### src/hw/rtl/crtc_pkg.sv
// shared types, constants and helpers for the line timing controller
package crtc_pkg;

  localparam int unsigned VisibleLines = 272;
  localparam int unsigned NumRegs      = 16;
  localparam int unsigned RegIdxW      = 4;

  localparam logic [8:0] FirstDrawLine = 9'd32;
  localparam logic [8:0] LastDrawLine  = 9'(32 + VisibleLines);
  localparam logic [8:0] FrameLastLine = 9'd312;
  localparam logic [7:0] VsyncWidth    = 8'd16;
  localparam logic [7:0] IrqPeriod     = 8'd52;
  localparam logic [1:0] ResyncLines   = 2'd2;
  localparam logic [7:0] HsyncCenter   = 8'd50;
  localparam logic [9:0] EdgeLimit     = 10'd96;

  localparam logic [RegIdxW-1:0] RegHorizDisplayed = 4'd1;
  localparam logic [RegIdxW-1:0] RegHsyncPos       = 4'd2;
  localparam logic [RegIdxW-1:0] RegVertTotal      = 4'd4;
  localparam logic [RegIdxW-1:0] RegVertDisplayed  = 4'd6;
  localparam logic [RegIdxW-1:0] RegVsyncPos       = 4'd7;
  localparam logic [RegIdxW-1:0] RegMaxRaster      = 4'd9;
  localparam logic [RegIdxW-1:0] RegStartHigh      = 4'd12;
  localparam logic [RegIdxW-1:0] RegStartLow       = 4'd13;

  typedef enum logic [1:0] {
    KIND_SELECT = 2'd0,
    KIND_WRITE  = 2'd1,
    KIND_READ   = 2'd2,
    KIND_TICK   = 2'd3
  } kind_t;

  typedef struct packed {
    logic [6:0]  right_edge;
    logic [6:0]  left_edge;
    logic [15:0] draw_raster_bank;
    logic        draw_enable;
    logic [16:0] draw_address;
    logic [8:0]  draw_row;
    logic        draw_valid;
    logic        irq_pulse;
    logic        vsync_active;
    logic [8:0]  line_number;
    logic [7:0]  read_data;
  } result_t;

  localparam int unsigned ResultW = $bits(result_t);
  localparam int unsigned OutDataW = ((ResultW + 7) / 8) * 8;

  function automatic logic [7:0] write_mask(input logic [4:0] idx);
    logic [7:0] m;
    case (idx) inside
      5'd4, 5'd6, 5'd7, 5'd10: m = 8'h7F;
      5'd8:                    m = 8'hF3;
      5'd5, 5'd9, 5'd11:       m = 8'h1F;
      5'd12, 5'd14:            m = 8'h3F;
      default:                 m = 8'hFF;
    endcase
    return m;
  endfunction

endpackage

### src/hw/rtl/crtc_core.sv
// controller state and the per-transaction next-state and result logic
module crtc_core (
  input  logic               clk,
  input  logic               rst,
  input  logic               fire,
  input  logic [1:0]         kind,
  input  logic [7:0]         data,
  output crtc_pkg::result_t  result
);

  logic [7:0] regs [crtc_pkg::NumRegs];
  logic [4:0] sel;
  logic [7:0] vsync_left;
  logic [6:0] char_row;
  logic [4:0] raster;
  logic [8:0] scan_line;
  logic [15:0] row_addr;
  logic [1:0] resync;
  logic [7:0] irq_count;
  logic       vsync_flag;
  logic [6:0] edge_start;
  logic [6:0] edge_end;

  logic [4:0]  sel_next;
  logic [7:0]  vsync_left_next;
  logic [6:0]  char_row_next;
  logic [4:0]  raster_next;
  logic [8:0]  scan_line_next;
  logic [15:0] row_addr_next;
  logic [1:0]  resync_next;
  logic [7:0]  irq_count_next;
  logic        vsync_flag_next;
  logic [6:0]  edge_start_next;
  logic [6:0]  edge_end_next;
  logic        wr_en;
  logic [7:0]  wr_val;
  logic [7:0]  hsp;
  logic [7:0]  hdisp;
  logic [9:0]  end_sum;
  logic [8:0]  vt_plus;
  logic [8:0]  sl_inc;
  logic [7:0]  cnt_inc;
  logic [1:0]  rs_dec;
  logic [7:0]  rd;
  logic        irq;
  logic        dv;
  logic [8:0]  drow;
  logic        den;
  logic [16:0] daddr;
  logic [15:0] dbank;

  always_comb begin
    sel_next        = sel;
    vsync_left_next = vsync_left;
    char_row_next   = char_row;
    raster_next     = raster;
    scan_line_next  = scan_line;
    row_addr_next   = row_addr;
    resync_next     = resync;
    irq_count_next  = irq_count;
    vsync_flag_next = vsync_flag;
    edge_start_next = edge_start;
    edge_end_next   = edge_end;
    wr_en  = 1'b0;
    wr_val = data & crtc_pkg::write_mask(sel);
    rd     = 8'd0;
    irq    = 1'b0;
    dv     = 1'b0;
    drow   = 9'd0;
    den    = 1'b0;
    daddr  = 17'd0;
    dbank  = 16'd0;
    hsp    = regs[crtc_pkg::RegHsyncPos];
    hdisp  = regs[crtc_pkg::RegHorizDisplayed];
    end_sum = 10'd0;
    vt_plus = {1'b0, regs[crtc_pkg::RegVertTotal]} + 9'd1;
    sl_inc  = scan_line + 9'd1;
    cnt_inc = irq_count + 8'd1;
    rs_dec  = 2'd0;

    case (crtc_pkg::kind_t'(kind))
      crtc_pkg::KIND_SELECT: begin
        sel_next = data[4:0];
      end
      crtc_pkg::KIND_WRITE: begin
        wr_en = ~sel[4];
        // edges use the register values after this write
        if (wr_en && sel[3:0] == crtc_pkg::RegHsyncPos) begin
          hsp = wr_val;
        end
        if (wr_en && sel[3:0] == crtc_pkg::RegHorizDisplayed) begin
          hdisp = wr_val;
        end
        if (hsp >= crtc_pkg::HsyncCenter) begin
          edge_start_next = 7'd0;
        end else begin
          edge_start_next = 7'((crtc_pkg::HsyncCenter - hsp) << 1);
        end
        end_sum = {3'd0, edge_start_next} + {1'b0, hdisp, 1'b0};
        if (end_sum > crtc_pkg::EdgeLimit) begin
          edge_end_next = 7'(crtc_pkg::EdgeLimit);
        end else begin
          edge_end_next = end_sum[6:0];
        end
      end
      crtc_pkg::KIND_READ: begin
        if (sel >= 5'd12 && sel <= 5'd15) begin
          rd = regs[sel[3:0]];
        end else if (sel == 5'd16 || sel == 5'd17) begin
          rd = 8'hFF;
        end
      end
      default: begin
        vsync_left_next = vsync_left - 8'd1;
        if (vsync_left_next == 8'd0) begin
          vsync_flag_next = 1'b0;
        end
        scan_line_next = sl_inc;
        if ({3'd0, raster} == regs[crtc_pkg::RegMaxRaster]) begin
          raster_next   = 5'd0;
          char_row_next = char_row + 7'd1;
          row_addr_next = row_addr + {8'd0, regs[crtc_pkg::RegHorizDisplayed]};
        end else begin
          raster_next = raster + 5'd1;
        end
        if ({2'd0, char_row_next} == vt_plus) begin
          raster_next   = 5'd0;
          char_row_next = 7'd0;
          row_addr_next = {regs[crtc_pkg::RegStartHigh], regs[crtc_pkg::RegStartLow]};
        end
        if ({1'b0, char_row_next} == regs[crtc_pkg::RegVsyncPos] && raster_next == 5'd0) begin
          scan_line_next  = 9'd0;
          vsync_left_next = crtc_pkg::VsyncWidth;
          resync_next     = crtc_pkg::ResyncLines;
          vsync_flag_next = 1'b1;
        end else if (sl_inc >= crtc_pkg::FirstDrawLine && sl_inc < crtc_pkg::LastDrawLine) begin
          dv    = 1'b1;
          drow  = sl_inc - crtc_pkg::FirstDrawLine;
          den   = ({1'b0, char_row_next} < regs[crtc_pkg::RegVertDisplayed]);
          daddr = den ? {row_addr_next, 1'b0} : 17'd0;
          dbank = {raster_next, 11'd0} | {row_addr_next[13:12], 14'd0};
        end else if (sl_inc > crtc_pkg::FrameLastLine) begin
          scan_line_next = 9'd0;
        end

        irq_count_next = cnt_inc;
        if (resync_next == 2'd0) begin
          if (cnt_inc == crtc_pkg::IrqPeriod) begin
            irq_count_next = 8'd0;
            irq            = 1'b1;
          end
        end else begin
          rs_dec      = resync_next - 2'd1;
          resync_next = rs_dec;
          if (rs_dec == 2'd0) begin
            irq            = cnt_inc[5];
            irq_count_next = 8'd0;
          end
        end
      end
    endcase

    result.read_data        = rd;
    result.line_number      = (kind == crtc_pkg::KIND_TICK) ? scan_line_next : 9'd0;
    result.vsync_active     = vsync_flag_next;
    result.irq_pulse        = irq;
    result.draw_valid       = dv;
    result.draw_row         = drow;
    result.draw_address     = daddr;
    result.draw_enable      = den;
    result.draw_raster_bank = dbank;
    result.left_edge        = edge_start_next;
    result.right_edge       = edge_end_next;
  end

  always_ff @(posedge clk) begin
    if (rst) begin
      for (int i = 0; i < crtc_pkg::NumRegs; i++) begin
        regs[i] <= (i == 0) ? 8'h00 : 8'hFF;
      end
      sel        <= 5'd0;
      vsync_left <= crtc_pkg::VsyncWidth;
      char_row   <= 7'd0;
      raster     <= 5'd0;
      scan_line  <= 9'd0;
      row_addr   <= 16'd0;
      resync     <= 2'd0;
      irq_count  <= 8'd0;
      vsync_flag <= 1'b0;
      edge_start <= 7'd0;
      edge_end   <= 7'd0;
    end else if (fire) begin
      if (kind == crtc_pkg::KIND_WRITE && wr_en) begin
        regs[sel[3:0]] <= wr_val;
      end
      sel        <= sel_next;
      vsync_left <= vsync_left_next;
      char_row   <= char_row_next;
      raster     <= raster_next;
      scan_line  <= scan_line_next;
      row_addr   <= row_addr_next;
      resync     <= resync_next;
      irq_count  <= irq_count_next;
      vsync_flag <= vsync_flag_next;
      edge_start <= edge_start_next;
      edge_end   <= edge_end_next;
    end
  end

endmodule

### src/hw/rtl/crtc_line_timing_irq.sv
// top level: input register, controller core and result register
// Each transaction is a register select, write or read, or one scan line tick, and
// produces exactly one result transaction. The block takes one transaction per
// clock unless the output side stalls: it is held in an input register while the
// core updates its state and forms the result, which lands in the output register
// and is offered from there until the output side takes it. Both
// registers advance together whenever the output register is empty or being taken,
// so input and output can stream at one transaction per cycle. Reset is synchronous
// and puts the timing registers at 0xFF, register 0 at 0, and all counters at their
// start values.
module crtc_line_timing_irq (
  input  logic                            clk,
  input  logic                            rst,
  input  logic                            s_tvalid,
  output logic                            s_tready,
  input  logic [7:0]                      s_tdata,  // data[7:0]
  input  logic [1:0]                      s_tuser,  // kind[1:0]
  output logic                            m_tvalid,
  input  logic                            m_tready,
  // read_data, line_number, vsync_active, irq_pulse, draw_valid, draw_row,
  // draw_address, draw_enable, draw_raster_bank, left_edge, right_edge, zero pad
  output logic [crtc_pkg::OutDataW-1:0]   m_tdata
);

  logic              in_valid;
  logic [1:0]        in_kind;
  logic [7:0]        in_data;
  logic              advance;
  logic              fire;
  crtc_pkg::result_t res;
  crtc_pkg::result_t out_res;

  assign advance  = ~m_tvalid | m_tready;
  assign s_tready = ~in_valid | advance;
  assign fire     = in_valid & advance;

  always_ff @(posedge clk) begin
    if (rst) begin
      in_valid <= 1'b0;
      m_tvalid <= 1'b0;
    end else begin
      if (s_tready) begin
        in_valid <= s_tvalid;
      end
      if (advance) begin
        m_tvalid <= in_valid;
      end
    end
  end

  always_ff @(posedge clk) begin
    if (s_tready && s_tvalid) begin
      in_kind <= s_tuser;
      in_data <= s_tdata;
    end
    if (fire) begin
      out_res <= res;
    end
  end

  crtc_core u_core (
    .clk    (clk),
    .rst    (rst),
    .fire   (fire),
    .kind   (in_kind),
    .data   (in_data),
    .result (res)
  );

  assign m_tdata = {{(crtc_pkg::OutDataW - crtc_pkg::ResultW){1'b0}}, out_res};

endmodule

### config.mk
export PLATFORM = sky130hd
export DESIGN_NAME = crtc_line_timing_irq
export DESIGN_NICKNAME = d
export VERILOG_FILES = /design/src/hw/rtl/crtc_pkg.sv /design/src/hw/rtl/crtc_core.sv /design/src/hw/rtl/crtc_line_timing_irq.sv
export SDC_FILE = /design/constraint.sdc
export NUM_CORES = 1
export LEC_CHECK = 0
export BUFFER_PORTS_ARGS = -buffer_cell sky130_fd_sc_hd__buf_4
export CORE_UTILIZATION = 35
export DETAILED_ROUTE_END_ITERATION = 7
export PLACE_DENSITY = 0.58
export SLEW_MARGIN = 20
export SYNTH_ARGS = -nofsm -noshare
export SYNTH_HDL_FRONTEND = slang
export SYNTH_SLANG_ARGS = --single-unit
### constraint.sdc
create_clock -name clk -period 6.6 [get_ports clk]
set_input_delay 1.65 -clock clk [delete_from_list [all_inputs] [get_ports clk]]
set_output_delay 1.65 -clock clk [all_outputs]
set_load 0.02 [all_outputs]
==> results of run 1 <==
[power breakdown]
part	internal, uW	leakage, uW	switching (uW)
Clock	1000	0.000481	706
Sequential	1930	0.00225	24.2
Combinational	61.6	0.00274	128
[routing by layer]
metal / share of wire [%] / wire (um) / global-route usage [%]
met1: 46 / 17600 / 25.0
met2: 47 / 17700 / 28.0
met3: 4.8 / 1840 / 2.16
met4: 2.4 / 903 / 4.88
met5: 0 / 0 / 0
[final cells by class]
cell class	instances	area [sq um]	area share (%)
multi-input cells	964	6550	38.9
inverters	56	210	1.25
flip-flops and latches	284	7720	45.8
clock buffers	41	833	4.95
repair buffers	93	698	4.14
well taps	539	674	4.00
clock inverters	16	161	0.958
[worst reg2reg max path, delay by kind of cell (launching register included)]
| family | cells | cell delay [ps] |
|---|---|---|
| compound gates | 9 | 2120 |
| fa+ha+maj | 2 | 660 |
| flops | 1 | 460 |
| simple gates | 8 | 2130 |
[cells by family (layout without fill, tap and decap cells)]
| family | Yosys count | count (layout) | share of synthesized area [%] |
|---|---|---|---|
| and+or+nand+nor | 555 | 555 | 18.7 |
| other | 1 | 15 | 0.0252 |
| adders and majority gates | 38 | 38 | 3.30 |
| DFF | 284 | 284 | 51.9 |
| buffers and inverters | 152 | 206 | 4.55 |
| xor gates and xnor gates | 75 | 75 | 4.71 |
| AOI/OAI and AO/OA | 227 | 227 | 9.74 |
| muxes | 54 | 54 | 7.11 |
[metrics by stage]
stage	power [uW]	instances	utilization [%]	hold WS, ps
final	3850	1993	40.2	451
after global routing	3970	1993	40.2	469
after CTS	3890	1993	40.2	454
after detailed placement	2190	1936	37.8	446
after global placement	2180	1936	37.8	441
after floorplan	2120	1400	-	432
[how the worst max path moves through the flow]
| stage | startpoint | endpoint | slack (ps) | cells past startpoint |
|---|---|---|---|---|
| 2_1_floorplan | m_tready | u_core.regs[7][0] | 1190 | 9 |
| 3_3_place_gp | u_core.sel[3] | u_core.edge_end[1] | 1400 | 19 |
| 3_5_place_dp | u_core.sel[3] | u_core.edge_end[2] | 1210 | 18 |
| 4_1_cts | u_core.sel[3] | u_core.edge_end[2] | 1190 | 18 |
| 5_1_grt | u_core.sel[3] | u_core.edge_end[1] | 490 | 19 |
| 6_report | u_core.sel[3] | u_core.edge_end[1] | 1160 | 19 |
[registers in the layout, summed over array words and instances (netlist names), named ones only]
register and cells:
u_core.irq_count 8, u_core.edge_end 7, in_data 8, in_kind 2
u_core.vsync_left 8, u_core.regs 128, u_core.edge_start 7, in_valid 1
m_tvalid 1, u_core.sel 5, u_core.raster 5, m_tdata 65
u_core.resync 2, u_core.vsync_flag 1, u_core.row_addr 16, u_core.char_row 7
u_core.scan_line 9
[cell usage in the layout (no fill, tap or decap), types with 35 or more instances in the layout]
cell type,instances
a21oi_1,81
buf_4,93
dfxtp_1,80
edfxtp_1,203
ha_1,36
inv_1,56
mux4_2,39
nand2_1,189
nand3_1,35
nor2_1,107
nor3_1,45
o21ai_0,52
or3_1,43
xnor2_1,41
==> run_results.csv, run 1 <==
group,metric,value,unit
synthesis,synth_async_sr_flop_share,0,%
clock_tree,numCtsBuffers,31,
floorplan,die_area,43300,sq um
synthesis,synth_warnings,0,
detailed_routing,drc_errors,0,
clock_tree,post_cts_buffers,0,
global_routing,grt.overflow.total,0,
clock_tree,path_clk_slew,60,ps
floorplan,coreArea,41900,sq um
timing,maxSlewHeadroom,29.8,%
clock_tree,cts_hold_buffers,0,
flow_run,cap_violations,0,
clock_tree,cts-root-buf,"clkbuf_16",
global_routing,first_global_vias,10100,
finish,fin_area,16800,sq um
finish,area_growth,13.2,%
power_and_ir_drop,total_leakage_power,0.00548,uW
synthesis,synth_area_leader_cell,"edfxtp_1",
min_path,hp-start,"u_core.edge_start[3]",
synthesis,synth_common_cells,"edfxtp_1, nand2_1, nor2_1",
timing,period_share,82.4,%
synthesis,ys_types,86,
power_and_ir_drop,power_density,229,nW/um^2
timing,worst_pin_slew,1050,ps
worst_setup_path,r2r_slack,1160,ps
worst_setup_path,critPathRequiredTime,7090,ps
min_path,worstHoldPathCells,2,
detailed_routing,drt_iter0_drc,902,
synthesis,syn_area,14900,sq um
worst_setup_path,path_class,"flip-flop to flip-flop",
synthesis,synth_top_area_share,41.0,%
placed_design,hpwl,26900,um
clock_tree,clk_latency,570,ps
worst_setup_path,crit_chain,"nand2b_1, nor2_1, o21ai_0, nand2_1, o21ai_0, a32o_1, nor2_1, ha_1, fa_1, a21o_1, a21oi_1, nor2b_1, o21ai_0, nor2_1, o21ai_0, o21ai_0, nor4_1, nand2_1, a21oi_1",
timing,maxSlewViolCount,0,
placed_design,gp_congestion,0.879,
worst_setup_path,critical_path.top_delay_family,"simple AND/OR/NAND/NOR gates",
worst_setup_path,crit_path_end_kind,"flip-flop",
min_path,hp-class,"flip-flop to flip-flop",
global_routing,grt_first_pass_wirelength,59300,um
placed_design,post-place-ws,1210,ps
clock_tree,tritoncts,"built",
clock_tree,clockBufferDepth,3,
detailed_routing,route.detailed.wl_per_inst,19.1,um
timing,rsz0062_at_grt,"no",
floorplan,num_io_pins,96,
floorplan,rows,75,
synthesis,syn_area_per_cell,10.7,sq um
worst_setup_path,r2r_end,"u_core.edge_end[1]",
detailed_routing,wirelength,38100,um
worst_setup_path,reg2reg_depth,19,
timing,fmax,0.184,GHz
detailed_routing,num_vias,10700,
synthesis,ys.flop_type,"edfxtp_1",
run_status,status,"finished, final reports clean",
synthesis,synth_seq_cells,284,
clock_tree,htreeDepth,1,
synthesis,yosysSeqAreaShare,51.9,%
worst_setup_path,critPathLaunchType,"flip-flop",
synthesis,synth_edf_count,203,
global_routing,grtUsageTotal,17.5,%
timing,fin_ws,1160,ps
floorplan,die_h,208,um
worst_setup_path,cp.arrival,5930,ps
worst_setup_path,r2r-start,"u_core.sel[3]",
finish,diodes,0,
placed_design,io_buffers,80,
timing,fin_setup_tns,0,ps
clock_tree,clock-sinks,284,
worst_setup_path,slowest_delay,790,ps
timing,post-route-min-period,5440,ps
worst_setup_path,slowest_stage,"nor4_1",
min_path,holdPathEnd,"u_core.edge_start[3]",
timing,finalSetupViolations,0,
floorplan,fp.dieW,208,um
detailed_routing,antenna_left,0,
clock_tree,cts_resized,0,
timing,finClkSkew,18.9,ps
global_routing,grt_max_degree,74,
detailed_routing,drt_pass1_iterations,5,
synthesis,synth_area_leaders,"edfxtp_1, dfxtp_1, mux4_2",
power_and_ir_drop,irDropWorstVdd,0.158,mV
finish,final_layout_size_suffix_gt1_share,16.0,%
global_routing,antenna_found_initial,0,
worst_setup_path,worst-path-buf-inv,0,
floorplan,initial_utilization,35.5,%
worst_setup_path,critPathMaxFanout,15,
finish,fillers,4026,
worst_setup_path,cp_common_cell,"o21ai_0",
detailed_routing,avgViaCountPerCell,5.39,
placed_design,placedInstanceArea,15800,sq um
synthesis,synth_most_common_cell,"edfxtp_1",
timing,finalHoldViolCount,0,
finish,final_nets,1482,
synthesis,netlist_instances,1386,
Note: power is estimated with default switching activity, not from simulation.
==> run 2: changes to the inputs <==
- clock period: 6.6 -> 5.5 ns (I/O delays scaled with it)
==> run_results.csv, run 2 (synthesized netlist as in run 1, its figures left out) <==
group,metric,value,unit
timing,maxSlewViolCount,0,
worst_setup_path,r2r-start,"u_core.sel[2]",
worst_setup_path,critPathLaunchType,"flip-flop",
worst_setup_path,critical_path.top_delay_family,"simple AND/OR/NAND/NOR gates",
timing,finClkSkew,25.7,ps
detailed_routing,route.detailed.wl_per_inst,19.6,um
timing,fin_hold_ws,455,ps
floorplan,num_io_pins,96,
detailed_routing,drt_pass1_iterations,5,
worst_setup_path,slowest_stage,"nor3_1",
global_routing,grt_first_pass_wirelength,62000,um
clock_tree,htreeDepth,2,
run_status,status,"finished, final reports clean",
floorplan,initial_utilization,35.5,%
clock_tree,tritoncts,"built",
clock_tree,clk_latency,520,ps
clock_tree,clockBufferDepth,3,
clock_tree,clock-sinks,284,
global_routing,grt.overflow.total,0,
power_and_ir_drop,p_int,3910,uW
min_path,hp-start,"u_core.edge_end[2]",
finish,largest_register_ffs,128,
global_routing,first_global_vias,10500,
global_routing,grt_max_degree,74,
finish,diodes,0,
power_and_ir_drop,power.total,4990,uW
global_routing,gr-usage-met3,2.66,%
detailed_routing,antenna_left,0,
global_routing,grt_busiest_layer,"met2",
worst_setup_path,path_class,"flip-flop to flip-flop",
global_routing,grtUsageTotal,18.4,%
placed_design,dp_cells,1947,
power_and_ir_drop,power_frac_clock,48.2,%
global_routing,met2_usage,29.6,%
clock_tree,post_cts_buffers,0,
floorplan,die_area,43300,sq um
worst_setup_path,worst-path-buf-inv,0,
floorplan,rows,75,
timing,fin_setup_tns,0,ps
placed_design,io_buffers,80,
timing,fmax,0.205,GHz
clock_tree,numCtsBuffers,34,
timing,finalHoldViolCount,0,
power_and_ir_drop,pwr-share-comb,4.8,%
power_and_ir_drop,p_sw_share,21.6,%
floorplan,fp.dieW,208,um
finish,final_nets,1496,
power_and_ir_drop,power_density,291,nW/um^2
clock_tree,cts_hold_buffers,0,
detailed_routing,wirelength,39300,um
worst_setup_path,critPathRequiredTime,5730,ps
worst_setup_path,cp.arrival,5110,ps
clock_tree,cts_resized,0,
min_path,hp-class,"flip-flop to flip-flop",
global_routing,met1_usage,25.4,%
timing,worst_pin_slew,921,ps
finish,layout_common_cells,"edfxtp_1, nand2_1, nor2_1",
timing,maxSlewHeadroom,38.5,%
placed_design,hpwl,27800,um
detailed_routing,drt_iter0_drc,875,
worst_setup_path,crit_chain,"nor2_1, nand3_1, mux2_2, ha_1, or3_1, a32o_1, nor2_1, ha_1, a21o_1, a21oi_1, nor2b_1, o21ai_0, nor2_1, o21ai_0, o21ai_0, nor3_1, a21oi_1",
finish,finalNonFillerCells,2008,
clock_tree,cts-root-buf,"clkbuf_16",
worst_setup_path,worstSetupStartpoint,"u_core.sel[2]",
finish,final_common_cell,"edfxtp_1",
timing,post-route-min-period,4880,ps
flow_run,cap_violations,0,
worst_setup_path,slowest_delay,480,ps
finish,area_growth,15.1,%
detailed_routing,num_vias,10800,
detailed_routing,avgViaCountPerCell,5.37,
power_and_ir_drop,seq_power_share,47.0,%
worst_setup_path,crit_path_end_kind,"flip-flop",
power_and_ir_drop,power.switching,1080,uW
floorplan,die_h,208,um
detailed_routing,drc_errors,0,
placed_design,gp_congestion,0.907,
timing,finalSetupViolations,0,
global_routing,antenna_found_initial,0,
finish,final_layout_size_suffix_gt1_share,17.2,%
power_and_ir_drop,total_leakage_power,0.00563,uW
floorplan,coreArea,41900,sq um
power_and_ir_drop,irDropWorstVdd,0.176,mV
timing,rsz0062_at_grt,"no",
clock_tree,path_clk_slew,60,ps
worst_setup_path,critPathMaxFanout,10,
timing,period_share,88.7,%
finish,top_register,"u_core.regs",
## run 2: power by group through the flow
stage	logic (uW)	clock network, uW	registers [uW]
after CTS	240	2450	2350
final	238	2400	2350
after floorplan	132	0	2410
after global placement	237	0	2390
after global routing	256	2540	2350
after detailed placement	240	0	2390
## run 2: final cells by class
| type | count | area (sq um) |
|---|---|---|
| well taps | 539 | 674 |
| fillers | 3974 | 24800 |
| clock buffers | 44 | 920 |
| repair buffers | 104 | 781 |
| clock inverters | 17 | 265 |
| inverters | 56 | 210 |
| multi-input cells | 964 | 6550 |
| flip-flops and latches | 284 | 7720 |
## run 2: metrics by stage
step,area [sq um],setup WS [ps],util (%)
2_1_floorplan,14900,366,-
3_3_place_gp,15900,854,38.0
3_5_place_dp,15900,705,38.0
4_1_cts,17100,647,40.8
5_1_grt,17100,36.8,40.8
6_report,17100,620,40.8
## run 2: metal layers
metal  share of wire, %  routed length (um)
met1                 45               17900
met2                 46               18100
met3                5.9                2310
met4                2.7                1080
met5                  0                   0
## run 2: final timing paths
check                       end  slack (ps)  cells after the start
min          u_core.edge_end[2]         450                      2
max reg2reg         m_tdata[75]         620                     17
max                 m_tdata[75]         620                     17
min reg2reg  u_core.edge_end[2]         450                      2
## run 2: worst reg2reg max path: stages, from the launching register on
cell     delay [ps]
dfxtp_1         390
nor2_1          370
nand3_1         320
mux2_2          390
ha_1            200
or3_1           360
a32o_1          280
nor2_1          220
ha_1            300
a21o_1          190
a21oi_1         210
nor2b_1          70
o21ai_0         290
nor2_1           80
o21ai_0         140
o21ai_0         140
nor3_1          480
a21oi_1         160
